<file path="src/hdl/smn_pkg.sv">
// Package for the symmetric matrix norm block: widths, codes and the
// command and status structs shared by the controller and the datapath.
// No dependencies.
`default_nettype none

package smn_pkg;

  localparam int MAX_ORDER   = 64;
  localparam int ROW_BITS    = $clog2(MAX_ORDER);
  localparam int ORDER_BITS  = 7;
  localparam int ELEM_BITS   = 24;
  localparam int OUT_BITS    = 30;
  localparam int PROD_BITS   = 2 * ELEM_BITS;
  localparam int SQ_BITS     = 2 * OUT_BITS;
  localparam int REM_BITS    = OUT_BITS + 2;
  localparam int SQRT_STEPS  = OUT_BITS;
  localparam int STEP_BITS   = $clog2(SQRT_STEPS);
  localparam int CFG_IDX_BITS  = 2;
  localparam int CFG_DATA_BITS = 7;
  localparam int KIND_BITS   = 2;

  // Norm selection codes.
  localparam logic [KIND_BITS-1:0] KIND_MAX  = 2'd0;
  localparam logic [KIND_BITS-1:0] KIND_ONE  = 2'd1;
  localparam logic [KIND_BITS-1:0] KIND_FROB = 2'd2;

  // Configuration register indexes.
  localparam logic [CFG_IDX_BITS-1:0] REG_NORM_KIND = 2'd0;
  localparam logic [CFG_IDX_BITS-1:0] REG_TRIANGLE  = 2'd1;
  localparam logic [CFG_IDX_BITS-1:0] REG_ORDER     = 2'd2;

  typedef struct packed {
    logic capture;
    logic rd_row;
    logic upd_row;
    logic upd_col;
    logic scan_start;
    logic scan_step;
    logic sqrt_start;
    logic emit;
  } cmd_t;

  typedef struct packed {
    logic                 last;
    logic [KIND_BITS-1:0] kind;
    logic                 out_free;
    logic                 scan_done;
    logic                 sqrt_done;
  } status_t;

endpackage

`default_nettype wire

</file>
<file path="src/hdl/smn_sqrt.sv">
// Iterative integer square root, two radicand bits per cycle.
// Depends on smn_pkg.
`default_nettype none

module smn_sqrt
  import smn_pkg::*;
(
  input  wire logic               clk,
  input  wire logic               rst,
  input  wire logic               start,
  input  wire logic [SQ_BITS-1:0] radicand,
  output logic                    done,
  output logic [OUT_BITS-1:0]     root
);

  logic [SQ_BITS-1:0]   x;
  logic [REM_BITS-1:0]  rem;
  logic [STEP_BITS-1:0] cnt;
  logic                 run;
  logic [REM_BITS+1:0]  shifted;
  logic [REM_BITS+1:0]  trial;
  logic                 fits;

  assign shifted = {rem, x[SQ_BITS-1 -: 2]};
  assign trial   = {2'b00, root, 2'b01};
  assign fits    = (shifted >= trial);
  assign done    = !run;

  always_ff @(posedge clk) begin
    if (rst) begin
      run <= 1'b0;
      cnt <= '0;
    end else if (start) begin
      run <= 1'b1;
      cnt <= '0;
    end else if (run) begin
      cnt <= cnt + 1'b1;
      if (cnt == STEP_BITS'(SQRT_STEPS - 1)) begin
        run <= 1'b0;
      end
    end
  end

  always_ff @(posedge clk) begin
    if (start) begin
      x    <= radicand;
      rem  <= '0;
      root <= '0;
    end else if (run) begin
      x <= {x[SQ_BITS-3:0], 2'b00};
      if (fits) begin
        rem  <= REM_BITS'(shifted - trial);
        root <= {root[OUT_BITS-2:0], 1'b1};
      end else begin
        rem  <= shifted[REM_BITS-1:0];
        root <= {root[OUT_BITS-2:0], 1'b0};
      end
    end
  end

  // The step counter never runs past the last root bit.
  a_cnt_bound: assert property (@(posedge clk) disable iff (rst)
    run |-> (cnt < STEP_BITS'(SQRT_STEPS)))
    else $error("square root step counter out of range");

endmodule

`default_nettype wire

</file>
<file path="src/hdl/smn_datapath.sv">
// Datapath: element capture, row-sum memory with valid bits, max and
// sum-of-squares accumulators, row-sum scan, square root and output register.
// Depends on smn_pkg and smn_sqrt.
`default_nettype none

module smn_datapath
  import smn_pkg::*;
(
  input  wire logic                  clk,
  input  wire logic                  rst,
  input  wire cmd_t                  cmd,
  output status_t                    st,
  input  wire logic [KIND_BITS-1:0]  norm_kind,
  input  wire logic                  triangle_select,
  input  wire logic [ORDER_BITS-1:0] matrix_order,
  input  wire logic signed [ELEM_BITS-1:0] element_value,
  input  wire logic [ROW_BITS-1:0]   row_index,
  input  wire logic [ROW_BITS-1:0]   col_index,
  input  wire logic                  last_element,
  output logic                       norm_valid,
  input  wire logic                  norm_stall,
  output logic [OUT_BITS-1:0]        norm_value
);

  // Captured request.
  logic [ELEM_BITS-1:0]  abs_q;
  logic [ROW_BITS-1:0]   row_q;
  logic [ROW_BITS-1:0]   col_q;
  logic                  acc_q;
  logic                  off_q;
  logic                  last_q;
  logic [KIND_BITS-1:0]  kind_q;

  logic [ELEM_BITS-1:0]  abs_in;
  logic                  in_tri;
  logic                  in_order;

  // Accumulators.
  logic [PROD_BITS-1:0]  sq;
  logic [OUT_BITS-1:0]   running_max;
  logic [SQ_BITS-1:0]    square_sum;
  logic [PROD_BITS:0]    sq_add;
  logic [SQ_BITS:0]      sq_total;

  // Row-sum memory.
  logic [OUT_BITS-1:0]   row_mem [MAX_ORDER];
  logic [MAX_ORDER-1:0]  row_valid;
  logic [OUT_BITS-1:0]   rdata;
  logic                  rd_ok;
  logic                  rd_en;
  logic [ROW_BITS-1:0]   rd_addr;
  logic                  wr_en;
  logic [ROW_BITS-1:0]   wr_addr;
  logic [OUT_BITS-1:0]   cur;
  logic [OUT_BITS:0]     row_total;
  logic [OUT_BITS-1:0]   wr_data;

  // Scan.
  logic [ROW_BITS:0]     scan_cnt;
  logic                  scan_pend;
  logic [OUT_BITS-1:0]   scan_max;

  logic                  sqrt_done;
  logic [OUT_BITS-1:0]   root;
  logic [OUT_BITS-1:0]   result;

  assign abs_in   = element_value[ELEM_BITS-1] ? ELEM_BITS'(-element_value)
                                               : ELEM_BITS'(element_value);
  assign in_tri   = triangle_select ? (row_index >= col_index) : (row_index <= col_index);
  assign in_order = ({1'b0, row_index} < matrix_order) && ({1'b0, col_index} < matrix_order);

  always_ff @(posedge clk) begin
    if (cmd.capture) begin
      abs_q  <= abs_in;
      row_q  <= row_index;
      col_q  <= col_index;
      acc_q  <= in_tri && in_order;
      off_q  <= (row_index != col_index);
      last_q <= last_element;
      kind_q <= norm_kind;
    end
    sq <= abs_q * abs_q;
  end

  // An entry that is not valid reads as zero.
  assign cur       = rd_ok ? rdata : '0;
  assign row_total = {1'b0, cur} + (OUT_BITS + 1)'(abs_q);
  assign wr_data   = row_total[OUT_BITS] ? '1 : row_total[OUT_BITS-1:0];

  assign rd_en   = cmd.rd_row || cmd.upd_row || (cmd.scan_step && !scan_cnt[ROW_BITS]);
  assign rd_addr = cmd.rd_row  ? row_q :
                   cmd.upd_row ? col_q : scan_cnt[ROW_BITS-1:0];
  assign wr_en   = (cmd.upd_row && acc_q) || (cmd.upd_col && acc_q && off_q);
  assign wr_addr = cmd.upd_row ? row_q : col_q;

  always_ff @(posedge clk) begin
    if (rd_en) begin
      rdata <= row_mem[rd_addr];
    end
    if (wr_en) begin
      row_mem[wr_addr] <= wr_data;
    end
  end

  always_ff @(posedge clk) begin
    if (rst || cmd.emit) begin
      row_valid <= '0;
      rd_ok     <= 1'b0;
    end else begin
      if (wr_en) begin
        row_valid[wr_addr] <= 1'b1;
      end
      if (rd_en) begin
        rd_ok <= row_valid[rd_addr];
      end
    end
  end

  // Off-diagonal squares count twice; the doubled square cannot saturate.
  assign sq_add   = off_q ? {sq, 1'b0} : {1'b0, sq};
  assign sq_total = {1'b0, square_sum} + (SQ_BITS + 1)'(sq_add);

  always_ff @(posedge clk) begin
    if (rst || cmd.emit) begin
      running_max <= '0;
      square_sum  <= '0;
    end else if (cmd.upd_row && acc_q) begin
      if (OUT_BITS'(abs_q) > running_max) begin
        running_max <= OUT_BITS'(abs_q);
      end
      square_sum <= sq_total[SQ_BITS] ? '1 : sq_total[SQ_BITS-1:0];
    end
  end

  // The scan issues one read a cycle and compares the entry read the cycle before.
  always_ff @(posedge clk) begin
    if (rst) begin
      scan_cnt  <= '0;
      scan_pend <= 1'b0;
    end else if (cmd.scan_start) begin
      scan_cnt  <= '0;
      scan_pend <= 1'b0;
    end else if (cmd.scan_step) begin
      scan_pend <= !scan_cnt[ROW_BITS];
      if (!scan_cnt[ROW_BITS]) begin
        scan_cnt <= scan_cnt + 1'b1;
      end
    end
  end

  always_ff @(posedge clk) begin
    if (cmd.scan_start) begin
      scan_max <= '0;
    end else if (cmd.scan_step && scan_pend && (cur > scan_max)) begin
      scan_max <= cur;
    end
  end

  smn_sqrt u_sqrt (
    .clk      (clk),
    .rst      (rst),
    .start    (cmd.sqrt_start),
    .radicand (square_sum),
    .done     (sqrt_done),
    .root     (root)
  );

  always_comb begin
    unique case (kind_q)
      KIND_MAX:  result = running_max;
      KIND_ONE:  result = scan_max;
      KIND_FROB: result = root;
      default:   result = '0;
    endcase
  end

  always_ff @(posedge clk) begin
    if (rst) begin
      norm_valid <= 1'b0;
    end else if (cmd.emit) begin
      norm_valid <= 1'b1;
    end else if (!norm_stall) begin
      norm_valid <= 1'b0;
    end
  end

  always_ff @(posedge clk) begin
    if (cmd.emit) begin
      norm_value <= result;
    end
  end

  assign st.last      = last_q;
  assign st.kind      = kind_q;
  assign st.out_free  = !norm_valid || !norm_stall;
  assign st.scan_done = scan_cnt[ROW_BITS] && !scan_pend;
  assign st.sqrt_done = sqrt_done;

  // A new result appears only when the controller loads one.
  a_out_load: assert property (@(posedge clk) disable iff (rst)
    $rose(norm_valid) |-> $past(cmd.emit))
    else $error("result appeared without a load");

  // Finishing a matrix leaves no row sum marked valid.
  a_clear: assert property (@(posedge clk) disable iff (rst)
    cmd.emit |=> (row_valid == '0))
    else $error("row sums not cleared after a result");

endmodule

`default_nettype wire

</file>
<file path="src/hdl/smn_ctrl.sv">
// Controller state machine sequencing element updates, the final scan or
// square root, and the result load. Depends on smn_pkg.
`default_nettype none

module smn_ctrl
  import smn_pkg::*;
(
  input  wire logic    clk,
  input  wire logic    rst,
  input  wire logic    elem_valid,
  output logic         elem_stall,
  input  wire status_t st,
  output cmd_t         cmd
);

  localparam logic [2:0] S_IDLE     = 3'd0;
  localparam logic [2:0] S_READ_ROW = 3'd1;
  localparam logic [2:0] S_UPD_ROW  = 3'd2;
  localparam logic [2:0] S_UPD_COL  = 3'd3;
  localparam logic [2:0] S_SCAN     = 3'd4;
  localparam logic [2:0] S_ROOT     = 3'd5;
  localparam logic [2:0] S_EMIT     = 3'd6;

  logic [2:0] state;
  logic [2:0] state_next;

  assign elem_stall = (state != S_IDLE);

  always_comb begin
    cmd        = '0;
    state_next = state;
    unique case (state)
      S_IDLE: begin
        if (elem_valid) begin
          cmd.capture = 1'b1;
          state_next  = S_READ_ROW;
        end
      end
      S_READ_ROW: begin
        cmd.rd_row = 1'b1;
        state_next = S_UPD_ROW;
      end
      S_UPD_ROW: begin
        cmd.upd_row = 1'b1;
        state_next  = S_UPD_COL;
      end
      S_UPD_COL: begin
        cmd.upd_col = 1'b1;
        if (!st.last) begin
          state_next = S_IDLE;
        end else if (st.kind == KIND_ONE) begin
          cmd.scan_start = 1'b1;
          state_next     = S_SCAN;
        end else if (st.kind == KIND_FROB) begin
          cmd.sqrt_start = 1'b1;
          state_next     = S_ROOT;
        end else begin
          state_next = S_EMIT;
        end
      end
      S_SCAN: begin
        cmd.scan_step = 1'b1;
        if (st.scan_done) begin
          state_next = S_EMIT;
        end
      end
      S_ROOT: begin
        if (st.sqrt_done) begin
          state_next = S_EMIT;
        end
      end
      S_EMIT: begin
        if (st.out_free) begin
          cmd.emit   = 1'b1;
          state_next = S_IDLE;
        end
      end
      default: begin
        state_next = S_IDLE;
      end
    endcase
  end

  always_ff @(posedge clk) begin
    if (rst) begin
      state <= S_IDLE;
    end else begin
      state <= state_next;
    end
  end

  // A result waiting on a busy output keeps the block in the load state.
  a_emit_hold: assert property (@(posedge clk) disable iff (rst)
    (state == S_EMIT && !st.out_free) |=> (state == S_EMIT))
    else $error("result dropped while output busy");

  // The row-sum scan only runs for the one-norm.
  a_scan_kind: assert property (@(posedge clk) disable iff (rst)
    (state == S_SCAN) |-> (st.kind == KIND_ONE))
    else $error("scan running for a norm that does not need it");

endmodule

`default_nettype wire

</file>
<file path="src/hdl/symmetric_matrix_norm.sv">
// Elements: a new request is taken only in the idle state, after the previous one has used the
// single read port of the row-sum memory (read row sum, update row, update column). After the
// last element, max-abs or an unknown mode loads the result, Frobenius runs the square root and
// the one-norm the 64-entry row-sum scan first; a waiting result blocks the next element. The
// synchronous reset restores register defaults, zeroes the max, the square sum and norm_valid.
`default_nettype none

module symmetric_matrix_norm
  import smn_pkg::*;
(
  input  wire logic                     clk,
  input  wire logic                     rst,
  input  wire logic                     cfg_valid,
  output logic                          cfg_ready,
  input  wire logic [CFG_IDX_BITS-1:0]  cfg_index,
  input  wire logic [CFG_DATA_BITS-1:0] cfg_data,
  input  wire logic                     elem_valid,
  output logic                          elem_stall,
  input  wire logic signed [ELEM_BITS-1:0] element_value,
  input  wire logic [ROW_BITS-1:0]      row_index,
  input  wire logic [ROW_BITS-1:0]      col_index,
  input  wire logic                     last_element,
  output logic                          norm_valid,
  input  wire logic                     norm_stall,
  output logic [OUT_BITS-1:0]           norm_value
);

  logic [KIND_BITS-1:0]  norm_kind;
  logic                  triangle_select;
  logic [ORDER_BITS-1:0] matrix_order;
  cmd_t                  cmd;
  status_t               st;

  assign cfg_ready = 1'b1;

  always_ff @(posedge clk) begin
    if (rst) begin
      norm_kind       <= KIND_MAX;
      triangle_select <= 1'b0;
      matrix_order    <= ORDER_BITS'(1);
    end else if (cfg_valid && cfg_ready) begin
      unique case (cfg_index)
        REG_NORM_KIND: norm_kind       <= cfg_data[KIND_BITS-1:0];
        REG_TRIANGLE:  triangle_select <= cfg_data[0];
        REG_ORDER:     matrix_order    <= cfg_data;
        default: begin
        end
      endcase
    end
  end

  smn_ctrl u_ctrl (
    .clk        (clk),
    .rst        (rst),
    .elem_valid (elem_valid),
    .elem_stall (elem_stall),
    .st         (st),
    .cmd        (cmd)
  );

  smn_datapath u_datapath (
    .clk             (clk),
    .rst             (rst),
    .cmd             (cmd),
    .st              (st),
    .norm_kind       (norm_kind),
    .triangle_select (triangle_select),
    .matrix_order    (matrix_order),
    .element_value   (element_value),
    .row_index       (row_index),
    .col_index       (col_index),
    .last_element    (last_element),
    .norm_valid      (norm_valid),
    .norm_stall      (norm_stall),
    .norm_value      (norm_value)
  );

endmodule

`default_nettype wire
</file>
<file path="config.mk">
export PLATFORM = sky130hd
export DESIGN_NAME = symmetric_matrix_norm
export DESIGN_NICKNAME = d
export VERILOG_FILES = /design/src/hdl/smn_pkg.sv /design/src/hdl/smn_sqrt.sv /design/src/hdl/smn_datapath.sv /design/src/hdl/smn_ctrl.sv /design/src/hdl/symmetric_matrix_norm.sv
export SDC_FILE = /design/constraint.sdc
export NUM_CORES = 2
export LEC_CHECK = 0
export ABC_AREA = 0
export BUFFER_PORTS_ARGS = -buffer_cell sky130_fd_sc_hd__buf_2
export CAP_MARGIN = 20
export CELL_PAD_IN_SITES_DETAIL_PLACEMENT = 0
export CELL_PAD_IN_SITES_GLOBAL_PLACEMENT = 1
export CORE_ASPECT_RATIO = 1.2
export CORE_MARGIN = 3
export CORE_UTILIZATION = 53
export CTS_CLUSTER_DIAMETER = 50
export DETAILED_ROUTE_END_ITERATION = 7
export GPL_TIMING_DRIVEN = 0
export HOLD_SLACK_MARGIN = 0.08
export PLACE_DENSITY = 0.77
export SYNTH_ARGS = -nofsm -noshare
export SYNTH_HDL_FRONTEND = slang
export SYNTH_SLANG_ARGS = --single-unit
</file>
<file path="constraint.sdc">
create_clock -name clk -period 9.2 [get_ports clk]
set_input_delay 1.84 -clock clk [delete_from_list [all_inputs] [get_ports clk]]
set_output_delay 1.84 -clock clk [all_outputs]
set_load 0.02 [all_outputs]
</file>
==> impl_results.html <==
<table>
<tr><th>Metric</th><th>Value</th></tr>
<tr><th colspan="2">Floorplanning</th></tr>
<tr><td>Die span in y</td><td>524 um</td></tr>
<tr><td>Floorplan die width</td><td>438 um</td></tr>
<tr><td>Boundary Pins</td><td>84</td></tr>
<tr><td>Die ar.</td><td>230000 um^2</td></tr>
<tr><td>Core Area</td><td>222000 um^2</td></tr>
<tr><td>Placement row count</td><td>189</td></tr>
<tr><td>Starting utilization of the core area</td><td>53.5%</td></tr>
<tr><th colspan="2">Clock tree</th></tr>
<tr><td>Quantity of hold-fixing buffers added after cts</td><td>0</td></tr>
<tr><td>CTS Buf Count</td><td>240</td></tr>
<tr><td>TritonCTS clock tree</td><td>yes</td></tr>
<tr><td>Maximum level of the CTS H-tree</td><td>4</td></tr>
<tr><td>Buffer levels on the longest clock path</td><td>4</td></tr>
<tr><td>Number of clock sinks seen by CTS</td><td>2397</td></tr>
<tr><td>Clock input transition at the sequential cells of the worst setup and hold paths</td><td>60 ps</td></tr>
<tr><td>Clock latency on the worst-skew pair</td><td>950 ps</td></tr>
<tr><td>Clk root buf</td><td>sky130_fd_sc_hd__clkbuf_16</td></tr>
<tr><th colspan="2">Timing</th></tr>
<tr><td>Worst rel slew slack</td><td>12.5%</td></tr>
<tr><td>Number of endpoints failing setup at the final stage</td><td>0</td></tr>
<tr><td>Tcrit/Tclk final</td><td>97.7%</td></tr>
<tr><td>Final critical-path required period</td><td>8990 ps</td></tr>
<tr><td>Unrepaired setup endpoints after global routing</td><td>false</td></tr>
<tr><td>Fin Clk Skew</td><td>110 ps</td></tr>
<tr><td>Worst Max-Slew Pin Slew</td><td>1300 ps</td></tr>
<tr><td>Final Hold Fails</td><td>0</td></tr>
<tr><td>Top achievable clock speed</td><td>111 MHz</td></tr>
<tr><td>Fin. max-slew vios</td><td>0</td></tr>
<tr><td>Worst hold slack across all endpoints</td><td>435 ps</td></tr>
<tr><td>Total Neg Setup Slack</td><td>0 ps</td></tr>
<tr><th colspan="2">Placed design</th></tr>
<tr><td>RD Place Congestion</td><td>0.999</td></tr>
<tr><td>Buffers added on ports</td><td>82</td></tr>
<tr><td>Dpl hpwl</td><td>321000 um</td></tr>
<tr><td>Placed Cells incl. Taps</td><td>13384</td></tr>
<tr><th colspan="2">Worst setup path</th></tr>
<tr><td>Slowest Stage Delay on Critical Path</td><td>910 ps</td></tr>
<tr><td>Critical path buffers and inverters</td><td>6</td></tr>
<tr><td>Category of the worst setup path capture point</td><td>register</td></tr>
<tr><td>Signal arrival time at the worst endpoint</td><td>9820 ps</td></tr>
<tr><td>Crit-path cells</td><td>clkbuf_1, and2_1, fa_1, fa_1, inv_1, fa_1, inv_1, fa_1, fa_1, fa_1, inv_1, fa_1, inv_1, ha_1, nand4_1, inv_1, a221oi_1, o21ai_0, nor2_1, nor2_1, a221oi_1, o41ai_1, xor2_1</td></tr>
<tr><td>Kind of cell adding the most delay to the critical path</td><td>adder cells</td></tr>
<tr><td>Worst endpoint required time</td><td>10020 ps</td></tr>
<tr><td>Critical Setup Path Class</td><td>reg2reg</td></tr>
<tr><td>Cell type with the highest occurrence count on the critical path</td><td>sky130_fd_sc_hd__fa_1</td></tr>
<tr><td>Crit path launch type</td><td>register</td></tr>
<tr><td>Crit path max fanout</td><td>10</td></tr>
<tr><td>Cell type of the slowest stage on the worst timing path</td><td>sky130_fd_sc_hd__edfxtp_1</td></tr>
<tr><th colspan="2">Logic synthesis</th></tr>
<tr><td>Asr flop ratio synth</td><td>0%</td></tr>
<tr><td>Yosys top cell by area</td><td>sky130_fd_sc_hd__edfxtp_1</td></tr>
<tr><td>Most common flop cell mapped by yosys</td><td>sky130_fd_sc_hd__edfxtp_1</td></tr>
<tr><td>Warnings, synthesis</td><td>0</td></tr>
<tr><td>Number of standard cells after synthesis</td><td>10188</td></tr>
<tr><td>Synth Cell Area</td><td>119000 um^2</td></tr>
<tr><td>Number of flops mapped to enable cells by yosys</td><td>2081</td></tr>
<tr><td>Number of distinct library cells after synthesis</td><td>84</td></tr>
<tr><td>Cells taking the most area after synthesis</td><td>sky130_fd_sc_hd__edfxtp_1, sky130_fd_sc_hd__fa_1, sky130_fd_sc_hd__nand2_1</td></tr>
<tr><td>Seq cells post-synth</td><td>2397</td></tr>
<tr><td>Sequential element share of the synthesized area</td><td>58.0%</td></tr>
<tr><td>Proportion of netlist area held by the largest area contributor</td><td>52.7%</td></tr>
<tr><td>Synthesized area divided by synthesized cell count</td><td>11.6 um^2</td></tr>
<tr><td>Nets in the synthesized netlist</td><td>11019</td></tr>
<tr><th colspan="2">Layout</th></tr>
<tr><td>Layout cells sized above 1</td><td>9.53%</td></tr>
<tr><td>Area added between synthesis and finish</td><td>13.9%</td></tr>
<tr><td>Post-layout net count</td><td>11528</td></tr>
<tr><td>Count of non-filler cells in the finished layout</td><td>13919</td></tr>
<tr><td>Layout Utilization</td><td>60.9%</td></tr>
<tr><th colspan="2">Routing</th></tr>
<tr><td>DRC violations left</td><td>0</td></tr>
<tr><td>Vias after detailed routing</td><td>87272</td></tr>
<tr><td>WL per Instance</td><td>31.4 um</td></tr>
<tr><td>DR vias/cell</td><td>6.27</td></tr>
<tr><td>Number of design-rule violations left by the first detailed-router iteration</td><td>11541</td></tr>
<tr><td>Total wire length</td><td>437000 um</td></tr>
<tr><td>Detail Route Antenna Nets</td><td>0</td></tr>
<tr><td>1st-pass router iterations</td><td>8</td></tr>
<tr><th colspan="2">Run</th></tr>
<tr><td>Max capacitance violation total</td><td>0</td></tr>
<tr><th colspan="2">Global routing</th></tr>
<tr><td>Largest net degree at the start of global routing</td><td>65</td></tr>
<tr><td>Via count of the first global-routing pass</td><td>85579</td></tr>
<tr><td>Wire length of the first global-routing pass</td><td>614000 um</td></tr>
<tr><td>Initial antenna violation count</td><td>54</td></tr>
<tr><td>GR Util All Layers</td><td>37.8%</td></tr>
<tr><td>Final global-route overflow total</td><td>0</td></tr>
<tr><th colspan="2">Status</th></tr>
<tr><td>Run status</td><td>completed</td></tr>
<tr><th colspan="2">Worst hold path</th></tr>
<tr><td>Worst min-delay path class</td><td>reg2reg</td></tr>
</table>
through the flow:
stage	setup slack [ps]	instance area, um^2
6_report	207	135000
5_1_grt	5.40	135000
4_1_cts	195	135000
3_5_place_dp	-123	127000
3_3_place_gp	-2670	123000
2_1_floorplan	2300	119000
cell usage after synthesis (309+ instances only):
master / number
sky130_fd_sc_hd__a311oi_1: 377
sky130_fd_sc_hd__nand2_1: 1866
sky130_fd_sc_hd__inv_1: 749
sky130_fd_sc_hd__a21oi_1: 343
sky130_fd_sc_hd__clkbuf_1: 381
sky130_fd_sc_hd__fa_1: 424
sky130_fd_sc_hd__and3_1: 353
sky130_fd_sc_hd__nand3_1: 387
sky130_fd_sc_hd__dfxtp_1: 316
sky130_fd_sc_hd__ha_1: 356
sky130_fd_sc_hd__nor2_1: 406
sky130_fd_sc_hd__o21ai_0: 309
sky130_fd_sc_hd__a211oi_1: 338
sky130_fd_sc_hd__edfxtp_1: 2081
final timing paths:
kind	start	endpoint	slack, ps	depth (start not counted)
max	u_datapath.abs_q[4]$_DFFE_PP_	u_datapath.sq[44]$_DFF_P_	210	23
min	norm_kind[1]$_SDFFE_PP0P_	u_datapath.kind_q[1]$_DFFE_PP_	430	0
max reg2reg	u_datapath.abs_q[4]$_DFFE_PP_	u_datapath.sq[44]$_DFF_P_	210	23
min reg2reg	norm_kind[1]$_SDFFE_PP0P_	u_datapath.kind_q[1]$_DFFE_PP_	430	0
routing by layer:
layer | global-route usage [%] | wire (um) | up-vias
met2 | 59.3 | 199000 | 4946
met1 | 43.7 | 149000 | 43143
met4 | 33.8 | 47500 | 6
li1 | - | - | 37863
met3 | 8.54 | 42600 | 1314
met5 | 0 | 34 | -
logic make-up (layout without fill, tap and decap cells):
| kind of cell | count (synthesis) | after routing | synth area share, % |
|---|---|---|---|
| AND/OR/NAND/NOR | 3378 | 3378 | 12.6 |
| XOR/XNOR | 175 | 175 | 1.29 |
| adder cells (fa/ha/maj) | 780 | 780 | 10.9 |
| AO/OA/AOI/OAI | 1943 | 1943 | 11.3 |
| flip-flops | 2397 | 2397 | 58.0 |
| buffers and inverters | 1399 | 2108 | 4.68 |
| other | 1 | 63 | 0.00316 |
| multiplexers | 115 | 115 | 1.13 |
layout by cell type, fill, tap and decap left out, drive strengths merged, types with 343 or more instances in the layout:
cell type  instances
nand2           1866
nand3            387
a21oi            343
buf              531
nor2             406
inv              766
clkbuf           684
and3             353
fa               424
edfxtp          2081
a311oi           377
ha               356
final cells by class:
type                    instances  area, um^2
diodes                         62         155
plain buffers                 649        2760
multi-input cells            6392       45200
fillers                     17905       86600
inverters                     750        2820
clock inverters               142        1420
repair buffers                267        3930
clock buffers                 300        6390
well taps                    2960        3700
flip-flops and latches       2397       68800
repair_timing:
item,CTS,global route
gates resized for setup,1,23
endpoints found under the setup margin,1,5
buffers inserted,0,14
flip-flops by register name, indices dropped and copies added, names as in the netlist, 2 cells and up:
name and flops:
u_datapath.scan_max 30, u_datapath.col_q 6, u_datapath.row_mem 1920, u_datapath.scan_cnt 7, u_datapath.sq 47, u_datapath.row_valid 64
norm_kind 2, u_datapath.square_sum 60, u_datapath.abs_q 24, u_datapath.rdata 30, u_datapath.row_q 6, u_datapath.u_sqrt.rem 32
u_datapath.norm_value 30, matrix_order 7, u_datapath.u_sqrt.cnt 5, u_datapath.u_sqrt.x 60, u_ctrl.state 3, u_datapath.kind_q 2
u_datapath.u_sqrt.root 30, u_datapath.running_max 24
Power is not shown: default switching activity piles up to over one toggle a cycle in this logic, so the estimate is an artifact.
